## src/rtl/pva_pkg.sv

```systemverilog
package pva_pkg;

	// command codes on the input tuser bit
	localparam logic CMD_ON  = 1'b0;
	localparam logic CMD_OFF = 1'b1;

	typedef enum logic [1:0] {
		ACT_NONE,
		ACT_START,
		ACT_RELEASE
	} act_t;

	typedef enum logic [1:0] {
		CH_SAME,
		CH_IDLE,
		CH_STEAL
	} choice_t;

	// one result item
	typedef struct packed {
		act_t        action;
		logic [2:0]  voice;
		choice_t     choice;
		logic [6:0]  vel;
	} res_t;

	// microcode step address
	typedef logic [2:0] step_t;

	localparam step_t S_WAIT   = 3'd0;
	localparam step_t S_SCAN   = 3'd1;
	localparam step_t S_SDRAIN = 3'd2;
	localparam step_t S_DECIDE = 3'd3;
	localparam step_t S_AGE    = 3'd4;
	localparam step_t S_ADRAIN = 3'd5;
	localparam step_t S_EMIT   = 3'd6;

	// jump conditions
	typedef enum logic [2:0] {
		C_ALWAYS,
		C_IN_FIRE,
		C_CNT_LAST,
		C_SKIP,
		C_OUT_FREE
	} cond_sel_t;

	typedef struct packed {
		logic      accept;
		logic      rd_en;
		logic      age_mode;
		logic      cnt_clr;
		logic      decide;
		logic      emit;
		cond_sel_t cond;
		step_t     tgt_t;
		step_t     tgt_f;
	} ctrl_t;

	// condition inputs seen by the sequencer
	typedef struct packed {
		logic in_fire;
		logic cnt_last;
		logic skip;
		logic out_free;
	} cond_t;

	// datapath status back to the top
	typedef struct packed {
		logic cnt_last;
		logic skip;
	} stat_t;

	function automatic ctrl_t rom(input step_t s);
		ctrl_t w;
		w = '0;
		w.cond = C_ALWAYS;
		w.tgt_t = S_WAIT;
		w.tgt_f = S_WAIT;
		unique case (s)
			S_WAIT: begin
				w.accept = 1'b1;
				w.cnt_clr = 1'b1;
				w.cond = C_IN_FIRE;
				w.tgt_t = S_SCAN;
				w.tgt_f = S_WAIT;
			end
			S_SCAN: begin
				w.rd_en = 1'b1;
				w.cond = C_CNT_LAST;
				w.tgt_t = S_SDRAIN;
				w.tgt_f = S_SCAN;
			end
			S_SDRAIN: begin
				w.tgt_t = S_DECIDE;
			end
			S_DECIDE: begin
				w.decide = 1'b1;
				w.cnt_clr = 1'b1;
				w.cond = C_SKIP;
				w.tgt_t = S_EMIT;
				w.tgt_f = S_AGE;
			end
			S_AGE: begin
				w.rd_en = 1'b1;
				w.age_mode = 1'b1;
				w.cond = C_CNT_LAST;
				w.tgt_t = S_ADRAIN;
				w.tgt_f = S_AGE;
			end
			S_ADRAIN: begin
				w.tgt_t = S_EMIT;
			end
			S_EMIT: begin
				w.emit = 1'b1;
				w.cond = C_OUT_FREE;
				w.tgt_t = S_WAIT;
				w.tgt_f = S_EMIT;
			end
			default: begin
				w.tgt_t = S_WAIT;
			end
		endcase
		return w;
	endfunction

endpackage

```

## src/rtl/pva_seq.sv

```systemverilog
module pva_seq (
	input  logic           clk,
	input  logic           arst_n,
	input  pva_pkg::cond_t cond,
	output pva_pkg::ctrl_t ctrl
);
	import pva_pkg::*;

	step_t pc_q;
	step_t pc_d;
	logic  taken;

	assign ctrl = rom(pc_q);

	always_comb begin
		unique case (ctrl.cond)
			C_ALWAYS:   taken = 1'b1;
			C_IN_FIRE:  taken = cond.in_fire;
			C_CNT_LAST: taken = cond.cnt_last;
			C_SKIP:     taken = cond.skip;
			C_OUT_FREE: taken = cond.out_free;
			default:    taken = 1'b1;
		endcase
		pc_d = taken ? ctrl.tgt_t : ctrl.tgt_f;
	end

	always_ff @(posedge clk or negedge arst_n) begin
		if (!arst_n) begin
			pc_q <= S_WAIT;
		end else begin
			pc_q <= pc_d;
		end
	end

endmodule

```

## src/rtl/pva_datapath.sv

```systemverilog
module pva_datapath #(
	parameter int VOICES   = 8,
	parameter int AGE_BITS = 16
) (
	input  logic           clk,
	input  logic           arst_n,
	input  pva_pkg::ctrl_t ctrl,
	input  logic           start,
	input  logic           cmd,
	input  logic [6:0]     note,
	input  logic [6:0]     velocity,
	input  logic [7:0]     envelope_active,
	input  logic           steal,
	output pva_pkg::stat_t stat,
	output pva_pkg::res_t  res
);
	import pva_pkg::*;

	localparam int IDX_W = (VOICES > 1) ? $clog2(VOICES) : 1;
	localparam int EW    = 7 + AGE_BITS + 1;

	// voice record: {note, age, idle}
	logic [EW-1:0]       mem_q [VOICES];
	logic [VOICES-1:0]   vld_q;

	logic [IDX_W-1:0]    cnt_q;
	logic                pend_s1;
	logic                age_s1;
	logic [IDX_W-1:0]    idx_s1;
	logic [EW-1:0]       rd_data_s1;
	logic                rd_vld_s1;

	logic                cmd_q;
	logic [6:0]          note_q;
	logic [6:0]          vel_q;
	logic [7:0]          env_q;

	logic                match_f_q;
	logic [IDX_W-1:0]    match_idx_q;
	logic                idle_f_q;
	logic [IDX_W-1:0]    idle_idx_q;
	logic                seen_q;
	logic [IDX_W-1:0]    old_idx_q;
	logic [AGE_BITS-1:0] old_age_q;

	logic [IDX_W-1:0]    sel_q;
	logic [IDX_W-1:0]    sel_d;
	res_t                res_q;
	res_t                res_d;
	logic                skip;

	// effective view of the entry read last cycle
	logic [6:0]          e_note;
	logic [AGE_BITS-1:0] e_age;
	logic                e_idle;
	logic                e_match;
	logic [7:0]          env_sh;
	logic                env_on;
	logic                is_sel;
	logic                wr_en;
	logic [EW-1:0]       wr_data;
	logic [AGE_BITS-1:0] age_new;

	assign e_note  = rd_data_s1[EW-1:AGE_BITS+1];
	assign e_age   = rd_vld_s1 ? rd_data_s1[AGE_BITS:1] : '0;
	assign e_idle  = !rd_vld_s1 || rd_data_s1[0];
	assign e_match = rd_vld_s1 && (e_note == note_q);

	// voices past the eighth see no envelope
	assign env_sh = env_q >> idx_s1;
	assign env_on = env_sh[0];
	assign is_sel = (idx_s1 == sel_q);

	always_comb begin
		age_new = (e_age == '1) ? e_age : e_age + AGE_BITS'(1);
		if (is_sel) begin
			wr_data = {note_q, {AGE_BITS{1'b0}}, 1'b0};
		end else if (env_on) begin
			wr_data = {e_note, age_new, 1'b0};
		end else begin
			wr_data = {e_note, {AGE_BITS{1'b0}}, 1'b1};
		end
	end

	assign wr_en = pend_s1 && age_s1 && (!e_idle || is_sel);

	always_ff @(posedge clk) begin
		if (wr_en) begin
			mem_q[idx_s1] <= wr_data;
		end
		if (ctrl.rd_en) begin
			rd_data_s1 <= mem_q[cnt_q];
			rd_vld_s1 <= vld_q[cnt_q];
			idx_s1 <= cnt_q;
		end
	end

	always_ff @(posedge clk or negedge arst_n) begin
		if (!arst_n) begin
			vld_q <= '0;
		end else if (wr_en) begin
			vld_q[idx_s1] <= 1'b1;
		end
	end

	always_ff @(posedge clk or negedge arst_n) begin
		if (!arst_n) begin
			cnt_q <= '0;
			pend_s1 <= 1'b0;
			age_s1 <= 1'b0;
		end else begin
			pend_s1 <= ctrl.rd_en;
			age_s1 <= ctrl.age_mode;
			if (ctrl.cnt_clr) begin
				cnt_q <= '0;
			end else if (ctrl.rd_en) begin
				cnt_q <= cnt_q + IDX_W'(1);
			end
		end
	end

	assign stat.cnt_last = (cnt_q == IDX_W'(VOICES - 1));
	assign stat.skip     = skip;

	// latch the event that the search below works on
	always_ff @(posedge clk) begin
		if (start) begin
			cmd_q <= cmd;
			note_q <= note;
			vel_q <= velocity;
			env_q <= envelope_active;
		end
	end

	always_ff @(posedge clk or negedge arst_n) begin
		if (!arst_n) begin
			match_f_q <= 1'b0;
			idle_f_q <= 1'b0;
			seen_q <= 1'b0;
		end else if (start) begin
			match_f_q <= 1'b0;
			idle_f_q <= 1'b0;
			seen_q <= 1'b0;
		end else if (pend_s1 && !age_s1) begin
			if (e_match && !match_f_q) begin
				match_f_q <= 1'b1;
			end
			if (e_idle && !idle_f_q) begin
				idle_f_q <= 1'b1;
			end
			if (!e_idle) begin
				seen_q <= 1'b1;
			end
		end
	end

	always_ff @(posedge clk) begin
		if (pend_s1 && !age_s1) begin
			if (e_match && !match_f_q) begin
				match_idx_q <= idx_s1;
			end
			if (e_idle && !idle_f_q) begin
				idle_idx_q <= idx_s1;
			end
			// strict compare keeps the lowest index on ties
			if (!e_idle && (!seen_q || e_age > old_age_q)) begin
				old_idx_q <= idx_s1;
				old_age_q <= e_age;
			end
		end
	end

	always_comb begin
		res_d = '0;
		skip = 1'b0;
		sel_d = match_idx_q;
		if (cmd_q == CMD_OFF) begin
			skip = 1'b1;
			if (match_f_q) begin
				res_d.action = ACT_RELEASE;
				res_d.voice = 3'(match_idx_q);
			end
		end else if (match_f_q) begin
			res_d.action = ACT_START;
			res_d.voice = 3'(match_idx_q);
			res_d.choice = CH_SAME;
			res_d.vel = vel_q;
		end else if (idle_f_q) begin
			sel_d = idle_idx_q;
			res_d.action = ACT_START;
			res_d.voice = 3'(idle_idx_q);
			res_d.choice = CH_IDLE;
			res_d.vel = vel_q;
		end else if (steal) begin
			sel_d = old_idx_q;
			res_d.action = ACT_START;
			res_d.voice = 3'(old_idx_q);
			res_d.choice = CH_STEAL;
			res_d.vel = vel_q;
		end else begin
			skip = 1'b1;
		end
	end

	always_ff @(posedge clk) begin
		if (ctrl.decide) begin
			res_q <= res_d;
			sel_q <= sel_d;
		end
	end

	assign res = res_q;

endmodule

```

## src/rtl/poly_voice_allocator_unit.sv

```systemverilog
// channel  | signals                            | item
// ---------+------------------------------------+-------------------------------------
// s_axis   | tvalid tready tdata[23:0] tuser[0] | note event: cmd, note, vel, env mask
// m_axis   | tvalid tready tdata[15:0] tuser[1:0] | voice decision: action, voice, ...
// cfg      | cfg_valid cfg_ready cfg_data[0]    | steal_enable write
//
// an event runs through a short microcode program: one scan pass over the voice memory
// (one voice per cycle), a decide step, then a read-modify-write aging pass on note-on;
// a note-off or a rejected note-on skips the aging pass and goes straight to the emit step;
// both passes go through the single read port of the voice memory
// reset is asynchronous; per-voice valid bits make every voice idle at once, no clearing pass
// the result register frees the input side: a new event is taken while a result waits,
// and the program only stalls in its emit step if the previous result is still held
module poly_voice_allocator_unit #(
	parameter int VOICES   = 8,
	parameter int AGE_BITS = 16
) (
	input  logic        clk,
	input  logic        arst_n,
	// config write
	input  logic        cfg_valid,
	output logic        cfg_ready,
	input  logic        cfg_data,        // steal_enable
	// event in
	input  logic        s_axis_tvalid,
	output logic        s_axis_tready,
	input  logic [23:0] s_axis_tdata,    // note[6:0], velocity[13:7], envelope_active[21:14]
	input  logic        s_axis_tuser,    // cmd
	// decision out
	output logic        m_axis_tvalid,
	input  logic        m_axis_tready,
	output logic [15:0] m_axis_tdata,    // voice[2:0], choice[4:3], out_velocity[11:5]
	output logic [1:0]  m_axis_tuser     // action
);
	import pva_pkg::*;

	ctrl_t ctrl;
	cond_t cond;
	stat_t stat;
	res_t  res;

	logic  steal_q;
	logic  in_fire;
	logic  out_free;
	logic  load_out;
	logic  out_vld_q;
	res_t  out_q;

	// steal enable register
	assign cfg_ready = 1'b1;

	always_ff @(posedge clk or negedge arst_n) begin
		if (!arst_n) begin
			steal_q <= 1'b1;
		end else if (cfg_valid) begin
			steal_q <= cfg_data;
		end
	end

	// input side is open only in the wait step of the program
	assign s_axis_tready = ctrl.accept;
	assign in_fire       = s_axis_tvalid && s_axis_tready;

	// result slot frees when empty or being taken this cycle
	assign out_free = !out_vld_q || m_axis_tready;
	assign load_out = ctrl.emit && out_free;

	assign cond.in_fire  = in_fire;
	assign cond.cnt_last = stat.cnt_last;
	assign cond.skip     = stat.skip;
	assign cond.out_free = out_free;

	pva_seq u_seq (
		.clk    (clk),
		.arst_n (arst_n),
		.cond   (cond),
		.ctrl   (ctrl)
	);

	pva_datapath #(
		.VOICES   (VOICES),
		.AGE_BITS (AGE_BITS)
	) u_dp (
		.clk             (clk),
		.arst_n          (arst_n),
		.ctrl            (ctrl),
		.start           (in_fire),
		.cmd             (s_axis_tuser),
		.note            (s_axis_tdata[6:0]),
		.velocity        (s_axis_tdata[13:7]),
		.envelope_active (s_axis_tdata[21:14]),
		.steal           (steal_q),
		.stat            (stat),
		.res             (res)
	);

	// output register
	always_ff @(posedge clk or negedge arst_n) begin
		if (!arst_n) begin
			out_vld_q <= 1'b0;
		end else if (load_out) begin
			out_vld_q <= 1'b1;
		end else if (m_axis_tready) begin
			out_vld_q <= 1'b0;
		end
	end

	always_ff @(posedge clk) begin
		if (load_out) begin
			out_q <= res;
		end
	end

	assign m_axis_tvalid = out_vld_q;
	assign m_axis_tdata  = {4'b0, out_q.vel, out_q.choice, out_q.voice};
	assign m_axis_tuser  = out_q.action;

	// an event is never taken in the same cycle its result is emitted
	assert property (@(posedge clk) disable iff (!arst_n) !(in_fire && load_out))
		else $error("accept and emit overlap");

	// only one event in flight: input closes right after an accept
	assert property (@(posedge clk) disable iff (!arst_n) in_fire |=> !s_axis_tready)
		else $error("input open while an event is in flight");

	// a release carries no choice and no velocity
	assert property (@(posedge clk) disable iff (!arst_n)
		(m_axis_tvalid && out_q.action == ACT_RELEASE) |->
		(out_q.choice == CH_SAME && out_q.vel == 7'd0))
		else $error("release result has stray fields");

	// a no-voice result is all zero
	assert property (@(posedge clk) disable iff (!arst_n)
		(m_axis_tvalid && out_q.action == ACT_NONE) |->
		(out_q.voice == 3'd0 && out_q.choice == CH_SAME && out_q.vel == 7'd0))
		else $error("empty result has stray fields");

endmodule

```

## config.mk

```make
export PLATFORM = sky130hd
export DESIGN_NAME = poly_voice_allocator_unit
export DESIGN_NICKNAME = d
export VERILOG_FILES = /design/src/rtl/pva_pkg.sv /design/src/rtl/pva_seq.sv /design/src/rtl/pva_datapath.sv /design/src/rtl/poly_voice_allocator_unit.sv
export SDC_FILE = /design/constraint.sdc
export NUM_CORES = 1
export LEC_CHECK = 0
export ABC_AREA = 1
export BUFFER_PORTS_ARGS = -buffer_cell sky130_fd_sc_hd__buf_2
export CORE_UTILIZATION = 35
export DETAILED_ROUTE_END_ITERATION = 7
export GPL_TIMING_DRIVEN = 0
export SLEW_MARGIN = 10
export SYNTH_ARGS = -nofsm -noshare
export SYNTH_HDL_FRONTEND = slang
export SYNTH_SLANG_ARGS = --single-unit
```

## constraint.sdc

```tcl
create_clock -name clk -period 2.8 [get_ports clk]
set_input_delay 0.42 -clock clk [delete_from_list [all_inputs] [get_ports clk]]
set_output_delay 0.42 -clock clk [all_outputs]
set_load 0.01 [all_outputs]
```

==> results.md, run 1 <==
* Status: finished, final reports clean
* Layout Skew at roughly 15 ps
* Core Util, Final at 0.425
* Kind of critical path: reg -> reg
* Worst Max-Slew Pin Slew at approximately 1000 ps
* Remaining DRCs at 0
* Seq/Total Area, Yosys at 0.716
* Lkg Pwr at between 5 and 6 nW
* CP Launch Point: u_dp.rd_vld_s1
* Req. time, crit path at 3020 ps
* Max Root-Sink Buffers at 3
* Yosys Warn Count at 0
* Fmax at 380 MHz
* Largest net degree at the start of global routing at 25
* Antenna violations before repair at 0
* Share of the synthesized area in the top cell type at 0.676
* CTS H-Tree Depth at 2
* Congestion Overflow GR at 0
* Std cell rows at 70
* Dominant synthesized flop cell: edfxtp_1
* TritonRoute pass-1 iters at 6
* Flops & latches, synth at between 300 and 400
* Setup WS pre-CTS at -504 ps
* R2R cell count at 13
* Vias per Instance at approximately 4.8
* Synthesized instance count at 1095
* Share of post-route cells with drive strength above 1 at 0.150
* Most frequent cells in the layout: 299 x edfxtp_1, 210 x nor2_1, 126 x o21ai_0
* Post-synth ARST share at 0.0656
* Hold path start: s_axis_tdata[3]
* First-pass GRT wire length at approximately 46000 microns
* Gpl congestion at approximately 0.80
* Hold Path Depth at 1
* Die span in y at ~200 microns
* Drt wl/cell at about 18 microns
* Clock transition at path regs at approximately 60 ps
* Crit path time final at approximately 2600 ps
* Most common cell after layout, fill and taps aside: edfxtp_1
* Setup ws final at 171 ps
* Root buffer cell: clkbuf_16
* Post-synth EDFFs at 299
* Die ar. at just under 40000 sq um
* CP Capture Type: flip-flop
* Rel. slew slack at 0.299
* IO Port Bufs at 44
* Vias in the first global route at 8202
* Clk sinks at 320
* Mapped cell area at between 10000 and 15000 sq um
* Total power at 15.8 mW
* Clk Latency, worst-skew pair at around 520 ps
* Post-route clock period utilization at 0.939
* Synth area leader: edfxtp_1
* Avg Inst Size Synth at 12.1 sq um
* Cts bufs inserted at 35
* I/O pins at 52
* Core area at between 30000 and 40000 sq um
* Fin. max-slew vios at 0
* Chip width at about 200 microns
* Reg2reg setup slack at 170 ps
* CP arrival at ~2900 ps
* Maximum VDD drop at 0.000410 V
* Post-Route WL at about 31000 microns
* Post-DRT Antenna Nets at 0
* FF-to-FF End: u_dp.mem_q[1][3]
* Area Overhead vs Synth at 18.4%
* Setup violations, final at 0
* Max FO, Critical Path at 10
* Routed via count at approximately 8300
* Min-Delay Endpoint: u_dp.note_q[3]
* DP Wirelength at 19500 microns
* Nets at around 1200
* HP Class: in -> reg
* Critical path startpoint category: flip-flop
* Count of final hold-check violations at 0
* Ranking of synthesized cells by area: edfxtp_1 68%, nor2_1 6.2%, o21ai_0 4.8%, dfrtp_1 3.8%, nand2_1 2.7%
* DRT iter0 DRCs at around 800
* Initial Utilization at 0.359
* All-layer global routing usage at 0.155
* ANT cells at 0
* Power Density at 1010 nW/um^2
* Synth cell types at 41
* TritonCTS clock tree: built
* R2R Path Start: u_dp.rd_vld_s1
* Max_cap viols at 0
==> cell usage after synthesis (2+ instances only) <==
master / count
buf_1: 7
ha_1: 17
dfrtp_1: 20
buf_6: 3
edfxtp_1: 299
a22o_1: 4
inv_2: 7
xnor2_1: 5
nand3b_1: 2
nor3_1: 8
nand2_2: 7
inv_1: 85
buf_4: 7
nor2_1: 221
a31oi_1: 26
clkbuf_1: 30
nor2_2: 4
nor2_4: 4
o21ai_0: 126
o22ai_1: 26
nand4_1: 6
nand3_1: 22
nand2_1: 95
xor2_1: 11
a21oi_2: 3
nand2_4: 4
buf_2: 3
conb_1: 2
o21bai_1: 6
a21oi_1: 24
==> repair_timing <==
item,CTS,global route
hold buffers,1,0
endpoints found under the setup margin,196,152
pin swaps,2,8
resized for setup,10,17
gates cloned,0,8
endpoints found under the hold margin,20,0
buffers inserted,3,4
==> how the worst max path moves through the flow <==
stage	to	slack, ps	depth (start not counted)
3_5_place_dp	u_dp.old_age_q[6]	-500	15
3_3_place_gp	u_dp.mem_q[7][11]	-1390	7
2_1_floorplan	u_dp.mem_q[0][0]	80	7
4_1_cts	u_dp.mem_q[1][7]	5	12
6_report	u_dp.mem_q[1][3]	170	13
5_1_grt	u_dp.old_age_q[14]	-20	17
==> critical path: stages, from the launching register on <==
cell	delay, ps
edfxtp_1	340
buf_6	150
buf_12	140
nand2_1	110
inv_1	160
ha_1	270
nand3_4	110
nor2_4	140
inv_2	60
nor2_4	130
nand2_4	80
nand2_1	70
nand2_1	50
nor2_1	510
==> state kept, by name (all words and copies together) (netlist names), 8 cells and up <==
register	flops
u_dp.mem_q	192
m_axis_tdata	12
u_dp.res	14
u_dp.rd_data_s1	24
u_dp.env_q	8
u_dp.old_age_q	16
u_dp.vld_q	8
==> metrics by stage <==
step	hold slack [ps]	setup TNS [ps]	cells	area, sq um
final	73.4	0	1727	15700
after detailed placement	405	-35950	1650	14300
after global routing	59.6	-198	1727	15700
after global placement	402	-290410	1646	14100
after floorplan	124	0	1098	13300
after CTS	59.7	0	1715	15500
==> final cells by class <==
cell class | count | area (sq um)
Clock inverter | 12 | 97.6
Inverter | 94 | 359
Timing Repair Buffer | 59 | 497
Clock buffer | 49 | 971
Sequential cell | 320 | 9510
Buffer | 52 | 269
Fill cell | 3413 | 21200
Multi-Input combinational cell | 637 | 3380
Tap cell | 504 | 631
==> kinds of logic after synthesis <==
family	Yosys count	share of synthesized area
adders and majority gates	17	0.0160
AOI/OAI and AO/OA	219	0.0918
xor gates and xnor gates	16	0.0106
DFF	320	0.716
buffers and inverters	146	0.0467
and+or+nand+nor	375	0.118
other	2	0.000566
==> metal layers <==
metal	vias to the layer above	global-route usage	part of all wire
met5	-	0	0
met1	4026	0.211	0.44
met2	235	0.257	0.48
met4	0	0.0422	0.019
met3	46	0.0233	0.059
li1	4040	-	-
==> power breakdown <==
| group | total, mW | internal [mW] | leakage (nW) | switching [mW] |
|---|---|---|---|---|
| registers | 6.80 | 6.48 | 3.01 | 0.323 |
| clock network | 4.32 | 2.52 | 0.522 | 1.79 |
| logic | 4.68 | 1.32 | 2.18 | 3.36 |
| total | 15.8 | 10.3 | 5.71 | 5.48 |
Power figures use the tool's default switching activity.
==> run 2: changes to the inputs <==
- CORE_ASPECT_RATIO: not set -> 0.5
==> results.md, run 2 (same netlist as run 1, synthesis figures left out) <==
* # fillers at 3302 (-3.3%)
* Chip width at 277 microns (+41%)
* Remaining DRCs at 0 (unchanged)
* Global Route met1 Usage at 0.216 (+0.00489)
* Cts bufs inserted at 31 (-11%)
* Die ar. at 38800 sq um (+0.12%)
* Drt wl/cell at 18.2 microns (+2.2%)
* Area Overhead vs Synth at 17.8%
* CP Launch Point: u_dp.rd_vld_s1
* First-pass GRT wire length at 47600 microns (+3.0%)
* Lkg Pwr at 5.70 nW (-0.32%)
* Initial Utilization at 0.363 (+0.00352)
* Status: finished, final reports clean
* R2R cell count at 16 (+3)
* Power Density at 984 nW/um^2 (-2.2%)
* Nets at 1246 (-0.080%)
* Max reg flops at 192 (unchanged)
* Int Power at 9.95 mW (-3.6%)
* Layout Skew at 29.6 ps (+14.4 ps)
* Total power at 15.4 mW (-2.6%)
* Post-DRT Antenna Nets at 0 (unchanged)
* Setup WS pre-CTS at -554 ps (-50.5 ps)
* Crit path time final at 2680 ps (+46.1 ps)
* Most flop-heavy register: u_dp.mem_q
* Clk sinks at 320 (unchanged)
* Antenna violations before repair at 1 (+1)
* TritonCTS clock tree: built
* CTS H-Tree Depth at 1 (-1)
* Met3 Usage GRT at 0.0269 (+0.00359)
* Rel. slew slack at 0.368 (+0.0691)
* Largest net degree at the start of global routing at 25 (unchanged)
* Critical path startpoint category: flip-flop
* Peak-usage layer in the global routing report: met2
* Part of the power in the clock network at 0.248 (-0.025)
* Reg2reg setup slack at 120 ps (-50 ps)
* CP arrival at 2930 ps (+80 ps)
* Post-Place Cells at 1634 (-0.97%)
* Non-Filler Instances at 1705 (-1.3%)
* Combinational Power Share at 0.309 (+0.013)
* DRT iter0 DRCs at 692 (-12%)
* Grt met2 use at 0.264 (+0.00784)
* HP Class: in -> reg
* Worst setup path end: u_dp.old_idx_q[1]
* I/O pins at 52 (unchanged)
* Fmax at 374 MHz (-1.7%)
* Sequential cell area at 9510 sq um (unchanged)
* Worst Max-Slew Pin Slew at 946 ps (-93.7 ps)
* RSZ-0062 raised after global routing: yes
* Std cell rows at 49 (-30%)
* Count of final hold-check violations at 0 (unchanged)
* R2R Path Start: u_dp.rd_vld_s1
* Clock transition at path regs at 70 ps (about the same)
* Setup ws final at 125 ps (-46.1 ps)
* Max Root-Sink Buffers at 3 (unchanged)
* Req. time, crit path at 3060 ps (+40 ps)
* P_sw at 5.45 mW (-0.64%)
* TritonRoute pass-1 iters at 5 (-1)
* Top Registers: u_dp.mem_q x192, u_dp.rd_data_s1 x24, u_dp.old_age_q x16
* ANT cells at 0 (unchanged)
* Core area at 36600 sq um (-0.97%)
* Net Sw Frac at 0.354 (+0.00692)
* Multi-input gate area at 3380 sq um (about the same)
* Setup TNS Final at 0 ps (unchanged)
* Post-route clock period utilization at 0.955 (+0.0165)
* DP Wirelength at 20700 microns (+6.1%)
* Gpl congestion at 0.866 (+8.2%)
* Clk Latency, worst-skew pair at 570 ps (+50 ps)
* Sequential cell fraction of total power at 0.442 (+0.012)
* Post-Route WL at 31100 microns (+0.90%)
* Max FO, Critical Path at 7 (-3)
* Vias in the first global route at 8346 (+1.8%)
* Congestion Overflow GR at 0 (unchanged)
* Root buffer cell: clkbuf_16
* Placed inst area at 14400 sq um (+0.44%)
* Most common cell after layout, fill and taps aside: edfxtp_1
* FF-to-FF End: u_dp.old_idx_q[1]
* Final Instance Area at 15600 sq um (-0.44%)
* Setup violations, final at 0 (unchanged)
* Die span in y at 140 microns (-29%)
* Routed via count at 8463 (+1.4%)
* Kind of critical path: reg -> reg
* CP Capture Type: flip-flop
* Most frequent cells in the layout: 299 x edfxtp_1, 207 x nor2_1, 126 x o21ai_0
* Share of post-route cells with drive strength above 1 at 0.163 (+0.0133)
* All-layer global routing usage at 0.159 (+0.00428)
* Fin. max-slew vios at 0 (unchanged)
* Core Util, Final at 0.427 (+0.00229)
* Vias per Instance at 4.96 (+2.7%)
* IO Port Bufs at 44 (unchanged)
* Hold_ws at 24.1 ps (-49.3 ps)
* Max_cap viols at 0 (unchanged)
* Maximum VDD drop at 0.000624 V (+52%)
-- run 2: changes by cell type in the layout (fill, tap and decap cells not counted), sizes merged --
cell / before / now
clkbuf: 82 / 70
clkinvlp: 0 / 1
clkinv: 12 / 18
nor2: 234 / 230
buf: 77 / 84
-- run 2: power groups by stage --
stage	registers, mW	clock network, mW	logic (mW)
final	6.81	3.82	4.76
after CTS	6.80	3.88	4.56
after floorplan	6.82	0	2.86
after global routing	6.87	4.06	5.30
after global placement	6.89	0	4.26
after detailed placement	6.90	0	4.49
-- run 2: worst max-delay path, stage by stage (launching register included) --
cell and delay (ps):
edfxtp_1 410, buf_6 160, buf_4 140, nand2_1 80, inv_2 70, ha_1 280
nand2_1 60, nor2_2 130, nand2_2 90, nor2_4 130, nand3_1 70, nand2_1 60
inv_1 40, nand2_1 60, nand2_2 90, a21oi_4 310, clkbuf_16 220
-- run 2: layout make-up --
type / count / area share
repair buffers: 66 / 0.0388
plain buffers: 52 / 0.0170
well taps: 484 / 0.0387
multi-input cells: 633 / 0.216
clock inverters: 19 / 0.00776
inverters: 94 / 0.0228
clock buffers: 37 / 0.0510
flip-flops and latches: 320 / 0.608
-- run 2: worst min path at each step --
stage                     startpoint               end  slack, ps  cells after the start
floorplan                     arst_n     m_axis_tvalid        120                      0
global placement              arst_n     m_axis_tvalid        400                      1
detailed placement       u_dp.res[5]  m_axis_tdata[10]        400                      0
CTS                  s_axis_tdata[1]    u_dp.note_q[1]         10                      1
global route        s_axis_tdata[14]     u_dp.env_q[0]         20                      1
finish               s_axis_tdata[1]    u_dp.note_q[1]         20                      1
-- run 2: repair_timing --
| item | in CTS | in global routing |
|---|---|---|
| setup buffers | 3 | 7 |
| endpoints found under the hold margin | 20 | 0 |
| gates cloned | 1 | 3 |
| resized for setup | 9 | 25 |
| hold buffers | 1 | 0 |
| pin swaps | 3 | 7 |
| endpoints found under the setup margin | 115 | 105 |
-- run 2: routing by layer --
layer | part of all wire | vias to the layer above
met5 | 0 | -
met4 | 0.020 | 0
met3 | 0.063 | 49
met2 | 0.47 | 275
met1 | 0.45 | 4104
li1 | - | 4035
